[config.mk]
export PLATFORM = sky130hd
export DESIGN_NAME = system_controller_packet_responder
export DESIGN_NICKNAME = d
export VERILOG_FILES = /design/src/rtl/scp_pkg.sv /design/src/rtl/system_controller_packet_responder.sv /design/src/rtl/scp_front.sv /design/src/rtl/scp_queue.sv /design/src/rtl/scp_back.sv
export SDC_FILE = /design/constraint.sdc
export NUM_CORES = 2
export LEC_CHECK = 0
export ABC_AREA = 1
export BUFFER_PORTS_ARGS = -buffer_cell sky130_fd_sc_hd__buf_4
export CAP_MARGIN = 25
export CELL_PAD_IN_SITES_DETAIL_PLACEMENT = 0
export CELL_PAD_IN_SITES_GLOBAL_PLACEMENT = 1
export CORE_UTILIZATION = 41
export CTS_CLUSTER_SIZE = 14
export DETAILED_ROUTE_END_ITERATION = 8
export PLACE_DENSITY_LB_ADDON = 0.15
export SYNTH_ARGS = -nofsm -noshare
export SYNTH_HDL_FRONTEND = slang
export SYNTH_HIERARCHICAL = 1
export SYNTH_SLANG_ARGS = --single-unit
[constraint.sdc]
create_clock -name clk -period 5.33 [get_ports clk]
set_clock_uncertainty 0.1 [all_clocks]
set_input_delay 0.533 -clock clk [delete_from_list [all_inputs] [get_ports clk]]
set_output_delay 0.533 -clock clk [all_outputs]
set_load 0.02 [all_outputs]
[src/rtl/scp_pkg.sv]
// Shared types, codes and constants for the system controller packet responder.
package scp_pkg;

  localparam int PRAM_DEPTH_DEF = 256;
  localparam int QUEUE_DEPTH    = 2;
  localparam int REPLY_MAX      = 7;

  localparam logic [31:0] CLOCK_BASE = 32'd3029529600;

  // Packet types
  localparam logic [7:0] TYPE_BUS    = 8'h00;
  localparam logic [7:0] TYPE_PSEUDO = 8'h01;

  // Pseudo command codes
  localparam logic [7:0] CMD_GET_TIME = 8'h03;
  localparam logic [7:0] CMD_SET_TIME = 8'h09;
  localparam logic [7:0] CMD_GET_PRAM = 8'h07;
  localparam logic [7:0] CMD_SET_PRAM = 8'h0C;
  localparam logic [7:0] CMD_AUTOPOLL = 8'h01;
  localparam logic [7:0] CMD_ABSENT   = 8'hFF;

  // Reply header bytes
  localparam logic [7:0] HDR_BUS    = 8'h00;
  localparam logic [7:0] HDR_PSEUDO = 8'h01;
  localparam logic [7:0] HDR_ERROR  = 8'h02;
  localparam logic [7:0] ERR_BAD_TYPE = 8'h02;
  localparam logic [7:0] FLAG_OK      = 8'h00;
  localparam logic [7:0] FLAG_TIMEOUT = 8'h01;

  // Input bus stub devices
  localparam logic [1:0] BUS_OP_TALK  = 2'd3;
  localparam logic [1:0] BUS_REG_INFO = 2'd3;
  localparam logic [3:0] DEV_ADDR_A   = 4'd2;
  localparam logic [3:0] DEV_ADDR_B   = 4'd3;
  localparam logic [7:0] DEV_INFO_HI  = 8'h60;
  localparam logic [7:0] HANDLER_A    = 8'h02;
  localparam logic [7:0] HANDLER_B    = 8'h01;

  // One queued reply: its bytes in order and how many are sent.
  typedef struct packed {
    logic [2:0]           count;
    logic [6:0][7:0]      bytes;
  } reply_desc_t;

  typedef struct packed {
    logic stage_busy;
    logic autopoll_on;
  } front_status_t;

endpackage

[src/rtl/system_controller_packet_responder.sv]
// Top level of the system controller packet responder.
//
//   channel | role | handshake                   | fields
//   packet  | in   | packet_valid / packet_stall | packet_length packet_type command data0..3
//   reply   | out  | reply_valid / reply_stall   | reply_byte last
//
// A packet is accepted when not stalled; the front registers its reply
// descriptor and hands it to a two-entry queue. The back sends 3 to 7 reply
// bytes, one per cycle while reply_stall is low, so sustained throughput is
// set by the single byte lane of the back end. Empty packets send nothing.
// Reset clears the clock offset, autopoll and PRAM valid bits at once; PRAM
// entries never written read as zero. The packet side stalls only when the
// front stage holds an item and the queue is full; a stalled reply holds its
// byte.
module system_controller_packet_responder #(
  parameter int PRAM_DEPTH = scp_pkg::PRAM_DEPTH_DEF
) (
  input  logic       clk,
  input  logic       rst,
  input  logic       packet_valid,
  output logic       packet_stall,
  input  logic [2:0] packet_length,
  input  logic [7:0] packet_type,
  input  logic [7:0] command,
  input  logic [7:0] data0,
  input  logic [7:0] data1,
  input  logic [7:0] data2,
  input  logic [7:0] data3,
  output logic       reply_valid,
  input  logic       reply_stall,
  output logic [7:0] reply_byte,
  output logic       last
);

  logic                   push;
  scp_pkg::reply_desc_t   push_desc;
  logic                   pop;
  scp_pkg::reply_desc_t   head;
  logic                   q_empty;
  logic                   q_full;
  scp_pkg::front_status_t fr_status;

  // Front: classify the packet, apply state changes, build the reply.
  scp_front #(
    .PRAM_DEPTH(PRAM_DEPTH)
  ) u_front (
    .clk          (clk),
    .rst          (rst),
    .packet_valid (packet_valid),
    .packet_stall (packet_stall),
    .packet_length(packet_length),
    .packet_type  (packet_type),
    .command      (command),
    .data0        (data0),
    .data1        (data1),
    .data2        (data2),
    .data3        (data3),
    .push         (push),
    .push_desc    (push_desc),
    .queue_full   (q_full),
    .status       (fr_status)
  );

  // Queue: decouple descriptor building from byte sending.
  scp_queue u_queue (
    .clk      (clk),
    .rst      (rst),
    .push     (push),
    .push_desc(push_desc),
    .pop      (pop),
    .head     (head),
    .empty    (q_empty),
    .full     (q_full)
  );

  // Back: send the head reply byte by byte.
  scp_back u_back (
    .clk        (clk),
    .rst        (rst),
    .head       (head),
    .empty      (q_empty),
    .pop        (pop),
    .reply_valid(reply_valid),
    .reply_stall(reply_stall),
    .reply_byte (reply_byte),
    .last       (last)
  );

  // Never push a descriptor into a full queue.
  a_no_overflow: assert property (@(posedge clk) disable iff (rst)
    push |-> !q_full)
    else $error("reply queue overflow");

  // A stall on the packet side only happens while the front stage is busy.
  a_stall_busy: assert property (@(posedge clk) disable iff (rst)
    packet_stall |-> fr_status.stage_busy)
    else $error("packet stalled with idle front stage");

  // A reply that has sent a non-final byte keeps going.
  a_reply_continues: assert property (@(posedge clk) disable iff (rst)
    (reply_valid && !reply_stall && !last) |=> reply_valid)
    else $error("reply cut short");

  // Autopoll changes only after an accepted packet.
  a_autopoll_stable: assert property (@(posedge clk) disable iff (rst)
    (!$past(rst) && !$past(packet_valid && !packet_stall)) |->
      $stable(fr_status.autopoll_on))
    else $error("autopoll changed without a packet");

endmodule

[src/rtl/scp_front.sv]
// Front end: accepts packets, updates clock, PRAM and autopoll, builds reply descriptors.
module scp_front #(
  parameter int PRAM_DEPTH = scp_pkg::PRAM_DEPTH_DEF
) (
  input  logic                clk,
  input  logic                rst,
  input  logic                packet_valid,
  output logic                packet_stall,
  input  logic [2:0]          packet_length,
  input  logic [7:0]          packet_type,
  input  logic [7:0]          command,
  input  logic [7:0]          data0,
  input  logic [7:0]          data1,
  input  logic [7:0]          data2,
  input  logic [7:0]          data3,
  output logic                push,
  output scp_pkg::reply_desc_t push_desc,
  input  logic                queue_full,
  output scp_pkg::front_status_t status
);

  localparam int AW = (PRAM_DEPTH > 1) ? $clog2(PRAM_DEPTH) : 1;

  logic [AW-1:0]          idx_tab [256];
  logic [7:0]             pram [PRAM_DEPTH];
  logic [PRAM_DEPTH-1:0]  pram_vld;
  logic [7:0]             rd_data;
  logic                   rd_vld;

  logic [31:0]            clock_offset;
  logic                   autopoll_on;

  logic                   stage_valid;
  scp_pkg::reply_desc_t   stage_desc;
  logic                   stage_pram_sel;

  logic                   accept;
  logic                   load;
  logic [2:0]             len;
  logic                   has_cmd, has_d0, has_d1, has_all;
  logic [7:0]             cmd_bus, cmd_ps;
  logic [3:0]             bus_addr;
  logic                   bus_present;
  logic [31:0]            time_now;
  logic [AW-1:0]          pram_addr;
  logic                   pram_we;
  logic                   time_we;
  logic                   set_autopoll;
  scp_pkg::reply_desc_t   desc_next;
  logic                   pram_sel_next;

  // Address reduction table, worked out at elaboration.
  for (genvar i = 0; i < 256; i++) begin : g_idx
    assign idx_tab[i] = AW'(i % PRAM_DEPTH);
  end

  assign packet_stall = stage_valid && queue_full;
  assign accept       = packet_valid && !packet_stall;
  assign len          = (packet_length == 3'd7) ? 3'd6 : packet_length;
  assign load         = accept && (len != 3'd0);
  assign push         = stage_valid && !queue_full;

  always_comb begin
    has_cmd     = len > 3'd1;
    has_d0      = len > 3'd2;
    has_d1      = len > 3'd3;
    has_all     = len == 3'd6;
    cmd_bus     = has_cmd ? command : 8'h00;
    cmd_ps      = has_cmd ? command : scp_pkg::CMD_ABSENT;
    bus_addr    = cmd_bus[7:4];
    bus_present = (bus_addr == scp_pkg::DEV_ADDR_A) || (bus_addr == scp_pkg::DEV_ADDR_B);
    time_now    = scp_pkg::CLOCK_BASE + clock_offset;
    pram_addr   = idx_tab[has_d0 ? data0 : 8'h00];

    desc_next      = '0;
    desc_next.count = 3'd3;
    pram_sel_next  = 1'b0;
    pram_we        = 1'b0;
    time_we        = 1'b0;
    set_autopoll   = 1'b0;

    unique case (packet_type)
      scp_pkg::TYPE_BUS: begin
        desc_next.bytes[0] = scp_pkg::HDR_BUS;
        desc_next.bytes[1] = scp_pkg::FLAG_OK;
        desc_next.bytes[2] = cmd_bus;
        if (cmd_bus[3:2] == scp_pkg::BUS_OP_TALK) begin
          if (bus_present && cmd_bus[1:0] == scp_pkg::BUS_REG_INFO) begin
            desc_next.bytes[3] = scp_pkg::DEV_INFO_HI | {4'h0, bus_addr};
            desc_next.bytes[4] = (bus_addr == scp_pkg::DEV_ADDR_A) ?
                                 scp_pkg::HANDLER_A : scp_pkg::HANDLER_B;
            desc_next.count    = 3'd5;
          end else begin
            desc_next.bytes[1] = scp_pkg::FLAG_TIMEOUT;
          end
        end
      end
      scp_pkg::TYPE_PSEUDO: begin
        desc_next.bytes[0] = scp_pkg::HDR_PSEUDO;
        desc_next.bytes[1] = scp_pkg::FLAG_OK;
        desc_next.bytes[2] = cmd_ps;
        unique case (cmd_ps)
          scp_pkg::CMD_GET_TIME: begin
            desc_next.bytes[3] = time_now[31:24];
            desc_next.bytes[4] = time_now[23:16];
            desc_next.bytes[5] = time_now[15:8];
            desc_next.bytes[6] = time_now[7:0];
            desc_next.count    = 3'd7;
          end
          scp_pkg::CMD_SET_TIME: time_we = has_all;
          scp_pkg::CMD_GET_PRAM: begin
            pram_sel_next   = 1'b1;
            desc_next.count = 3'd4;
          end
          scp_pkg::CMD_SET_PRAM: pram_we = has_d1;
          scp_pkg::CMD_AUTOPOLL: set_autopoll = 1'b1;
          default: ;
        endcase
      end
      default: begin
        desc_next.bytes[0] = scp_pkg::HDR_ERROR;
        desc_next.bytes[1] = scp_pkg::ERR_BAD_TYPE;
        desc_next.bytes[2] = packet_type;
      end
    endcase
  end

  // Parameter RAM: read registered on every accept, write on set-PRAM with a data byte.
  always_ff @(posedge clk) begin
    if (accept) begin
      rd_data <= pram[pram_addr];
    end
    if (load && pram_we) begin
      pram[pram_addr] <= data1;
    end
  end

  always_ff @(posedge clk) begin
    if (rst) begin
      pram_vld     <= '0;
      rd_vld       <= 1'b0;
      clock_offset <= '0;
      autopoll_on  <= 1'b0;
      stage_valid  <= 1'b0;
    end else begin
      if (accept) begin
        rd_vld <= pram_vld[pram_addr];
      end
      if (load && pram_we) begin
        pram_vld[pram_addr] <= 1'b1;
      end
      if (load && time_we) begin
        clock_offset <= {data0, data1, data2, data3} - scp_pkg::CLOCK_BASE;
      end
      if (load && set_autopoll) begin
        autopoll_on <= has_d0 && (data0 != 8'h00);
      end
      if (load) begin
        stage_valid <= 1'b1;
      end else if (push) begin
        stage_valid <= 1'b0;
      end
    end
  end

  always_ff @(posedge clk) begin
    if (load) begin
      stage_desc     <= desc_next;
      stage_pram_sel <= pram_sel_next;
    end
  end

  always_comb begin
    push_desc = stage_desc;
    if (stage_pram_sel) begin
      push_desc.bytes[3] = rd_vld ? rd_data : 8'h00;
    end
  end

  assign status = '{stage_busy: stage_valid, autopoll_on: autopoll_on};

endmodule

[src/rtl/scp_queue.sv]
// Short queue of reply descriptors between front and back.
module scp_queue (
  input  logic                 clk,
  input  logic                 rst,
  input  logic                 push,
  input  scp_pkg::reply_desc_t push_desc,
  input  logic                 pop,
  output scp_pkg::reply_desc_t head,
  output logic                 empty,
  output logic                 full
);

  localparam int DEPTH = scp_pkg::QUEUE_DEPTH;
  localparam int PW    = (DEPTH > 1) ? $clog2(DEPTH) : 1;
  localparam int CW    = $clog2(DEPTH + 1);

  scp_pkg::reply_desc_t entries [DEPTH];
  logic [PW-1:0]        wptr, rptr;
  logic [CW-1:0]        count;

  assign empty = count == '0;
  assign full  = count == CW'(DEPTH);
  assign head  = entries[rptr];

  always_ff @(posedge clk) begin
    if (push) begin
      entries[wptr] <= push_desc;
    end
  end

  always_ff @(posedge clk) begin
    if (rst) begin
      wptr  <= '0;
      rptr  <= '0;
      count <= '0;
    end else begin
      if (push) begin
        wptr <= (wptr == PW'(DEPTH - 1)) ? '0 : wptr + 1'b1;
      end
      if (pop) begin
        rptr <= (rptr == PW'(DEPTH - 1)) ? '0 : rptr + 1'b1;
      end
      if (push && !pop) begin
        count <= count + 1'b1;
      end else if (pop && !push) begin
        count <= count - 1'b1;
      end
    end
  end

endmodule

[src/rtl/scp_back.sv]
// Back end: walks the head reply descriptor and sends one byte per cycle unless stalled.
module scp_back (
  input  logic                 clk,
  input  logic                 rst,
  input  scp_pkg::reply_desc_t head,
  input  logic                 empty,
  output logic                 pop,
  output logic                 reply_valid,
  input  logic                 reply_stall,
  output logic [7:0]           reply_byte,
  output logic                 last
);

  logic [2:0] idx;
  logic       send;

  assign reply_valid = !empty;
  assign reply_byte  = head.bytes[idx];
  assign last        = idx == (head.count - 3'd1);
  assign send        = reply_valid && !reply_stall;
  assign pop         = send && last;

  // Advance through the reply; rewind when its last byte goes out.
  always_ff @(posedge clk) begin
    if (rst) begin
      idx <= '0;
    end else if (send) begin
      idx <= last ? 3'd0 : idx + 3'd1;
    end
  end

endmodule
==> flow_metrics.tcl <==
set metrics [dict create \
    status "finished with violations" \
    violations "negative hold slack" \
    syn_to_final_growth_pct 15.2 \
    hold_violations 1 \
    dr_wl_met2_mm 145 \
    final_common_cell "nand2_1" \
    dpl.hpwl_mm 195 \
    avgSynthCellArea_sq_um 12.4 \
    drtAntennaViolNets 0 \
    placementRows 180 \
    critPathLaunchType "primary input" \
    layout-drive-gt1-share_pct 12.5 \
    drt-pass1-iter-count 6 \
    insertion_delay_ps 940 \
    hold_start "data1[2]" \
    cts_tree "built" \
    finalSetupViolations 0 \
    r2r_start "u_queue/count[1]" \
    die_width_um 495 \
    htree_levels 5 \
    tns_ps 0 \
    crit_path_max_fanout 32 \
    drv_slew 0 \
    drcViolationCount 0 \
    drt_iter0_markers 6466 \
    tightest_slew_ps 1090 \
    fin_crit_ps 4360 \
    wl_per_cell_um 26.9 \
    synthCells 8021 \
    die_area_sq_um 245000 \
    postPlaceCellArea_sq_um 105000 \
    r2r_setup_slack_ps 1130 \
    drt_wl_total_mm 315 \
    rsz0062_at_grt "false" \
    vias 64400 \
    initial_core_util_pct 41.3 \
    synth_area_sq_um 99600 \
    grt_pass1_vias 61400 \
    portBuffers 65 \
    design_power_total_uw 43200 \
    grt_pass1_wl_mm 450 \
    viasPerCell 5.50 \
    fin_nets 8368 \
    cts_sinks 2519 \
    cts_made_buffers 290 \
    worst_hold_slack_ps -2.82 \
    core_area_sq_um 241000 \
    leakage_uw 0.0407 \
    yosys_warnings 6 \
    grt_start_max_net_pins 160 \
    post_cts.repair.setup_buffers 0 \
    root_buffer "clkbuf_16" \
    post-route-util_pct 47.6 \
    wl_met3_mm 21.0 \
    gp_congestion 0.871 \
    clockBufferDepth 4 \
    cap_violations 0 \
    peakVddDrop_v 0.000332 \
    drt-met1-wl_mm 140 \
    hold_path.class "primary input to flip-flop" \
    critPathKind "primary input to flip-flop" \
    slew_headroom_pct 27.3 \
    route.top_layer_used "met5" \
    critPathLaunch "packet_length[0]" \
    clk_pin_slew_ps 60 \
    grt_antenna_before_repair 13 \
    worstSetupEndpointType "flip-flop" \
    worstPathRequired_ps 6010 \
    overflow 0 \
    finalCritPeriodShare_pct 81.8 \
    worstPathArrival_ps 5040 \
    ios 66 \
    ctsHoldBuffers 52 \
    fmax_mhz 229 \
    final_area_sq_um 115000 \
    die_h_um 495 \
    cts_resized 0 \
    final_cell_mix "nand2_1 (2541), edfxtp_1 (2221), nor2_1 (385)" \
    grtUsageTotal_pct 25.5 \
    p_per_area_nw_per_um2 377 \
]
==> layer usage <==
layer	global-route usage [%]	vias to the layer above
met5	0	-
met4	7.30	4
met3	3.66	479
met2	40.2	2252
met1	36.5	32700
li1	-	29000
==> power breakdown <==
group / leakage [uW] / switching [uW] / internal (uW) / total [uW]
combinational: 0.0139 / 1850 / 655 / 2500
clock: 0.00444 / 7760 / 11400 / 19100
sequential: 0.0224 / 53.2 / 21500 / 21600
==> flip-flops by register name, indices dropped and copies added, names as in the netlist, named ones only <==
| signal | flops |
|---|---|
| u_front/stage_valid | 1 |
| u_front/pram_vld | 256 |
| u_queue/entries | 118 |
| u_front/pram | 2048 |
| u_front/rd_vld | 1 |
| u_queue/rptr | 1 |
| u_front/push_desc | 38 |
| u_front/clock_offset | 32 |
| u_back/idx | 3 |
| u_queue/count | 2 |
| u_front/rd_data | 8 |
| u_front/stage_pram_sel | 1 |
| u_front/stage_desc | 8 |
| u_queue/wptr | 1 |
==> critical path, cell delays in order <==
cell and delay [ps]:
dlygate4sd3_1 530, buf_4 120, nand2_1 70, nand2_4 390, nand2_4 190, nor2_4 860, buf_4 510, nand2_1 90
nand2_1 90, o21ai_0 180, nand4_1 560, a21oi_1 300, nand3_1 300, nand3_1 100, nand2_1 80
==> worst paths after layout <==
path	endpoint	cells after the start
worst max register to register	u_front/pram[90][6]	13
worst max-delay path	u_front/rd_data[7]	15
worst min register to register	u_queue/entries[0][48]	0
worst min-delay path	u_front/pram[29][2]	1
==> cell type report <==
cell class,instances,area [sq um]
multi-input combinational,4773,23600
inverter,265,1030
clock buffer,401,8120
timing repair buffer,459,4350
antenna,11,27.5
fill,21500,126000
clock inverter,101,903
tap,3185,3990
sequential,2519,72700
==> per-stage QoR <==
stage | hold slack (ps) | setup WS [ps] | std cells
after floorplan | 330 | 1620 | 8032
after global placement | 322 | 698 | 11100
after detailed placement | 332 | 684 | 11100
after CTS | 7.08 | 1100 | 11700
after global routing | 4.33 | 941 | 11700
final | -2.82 | 968 | 11700
(Power assumes the default switching activity.)
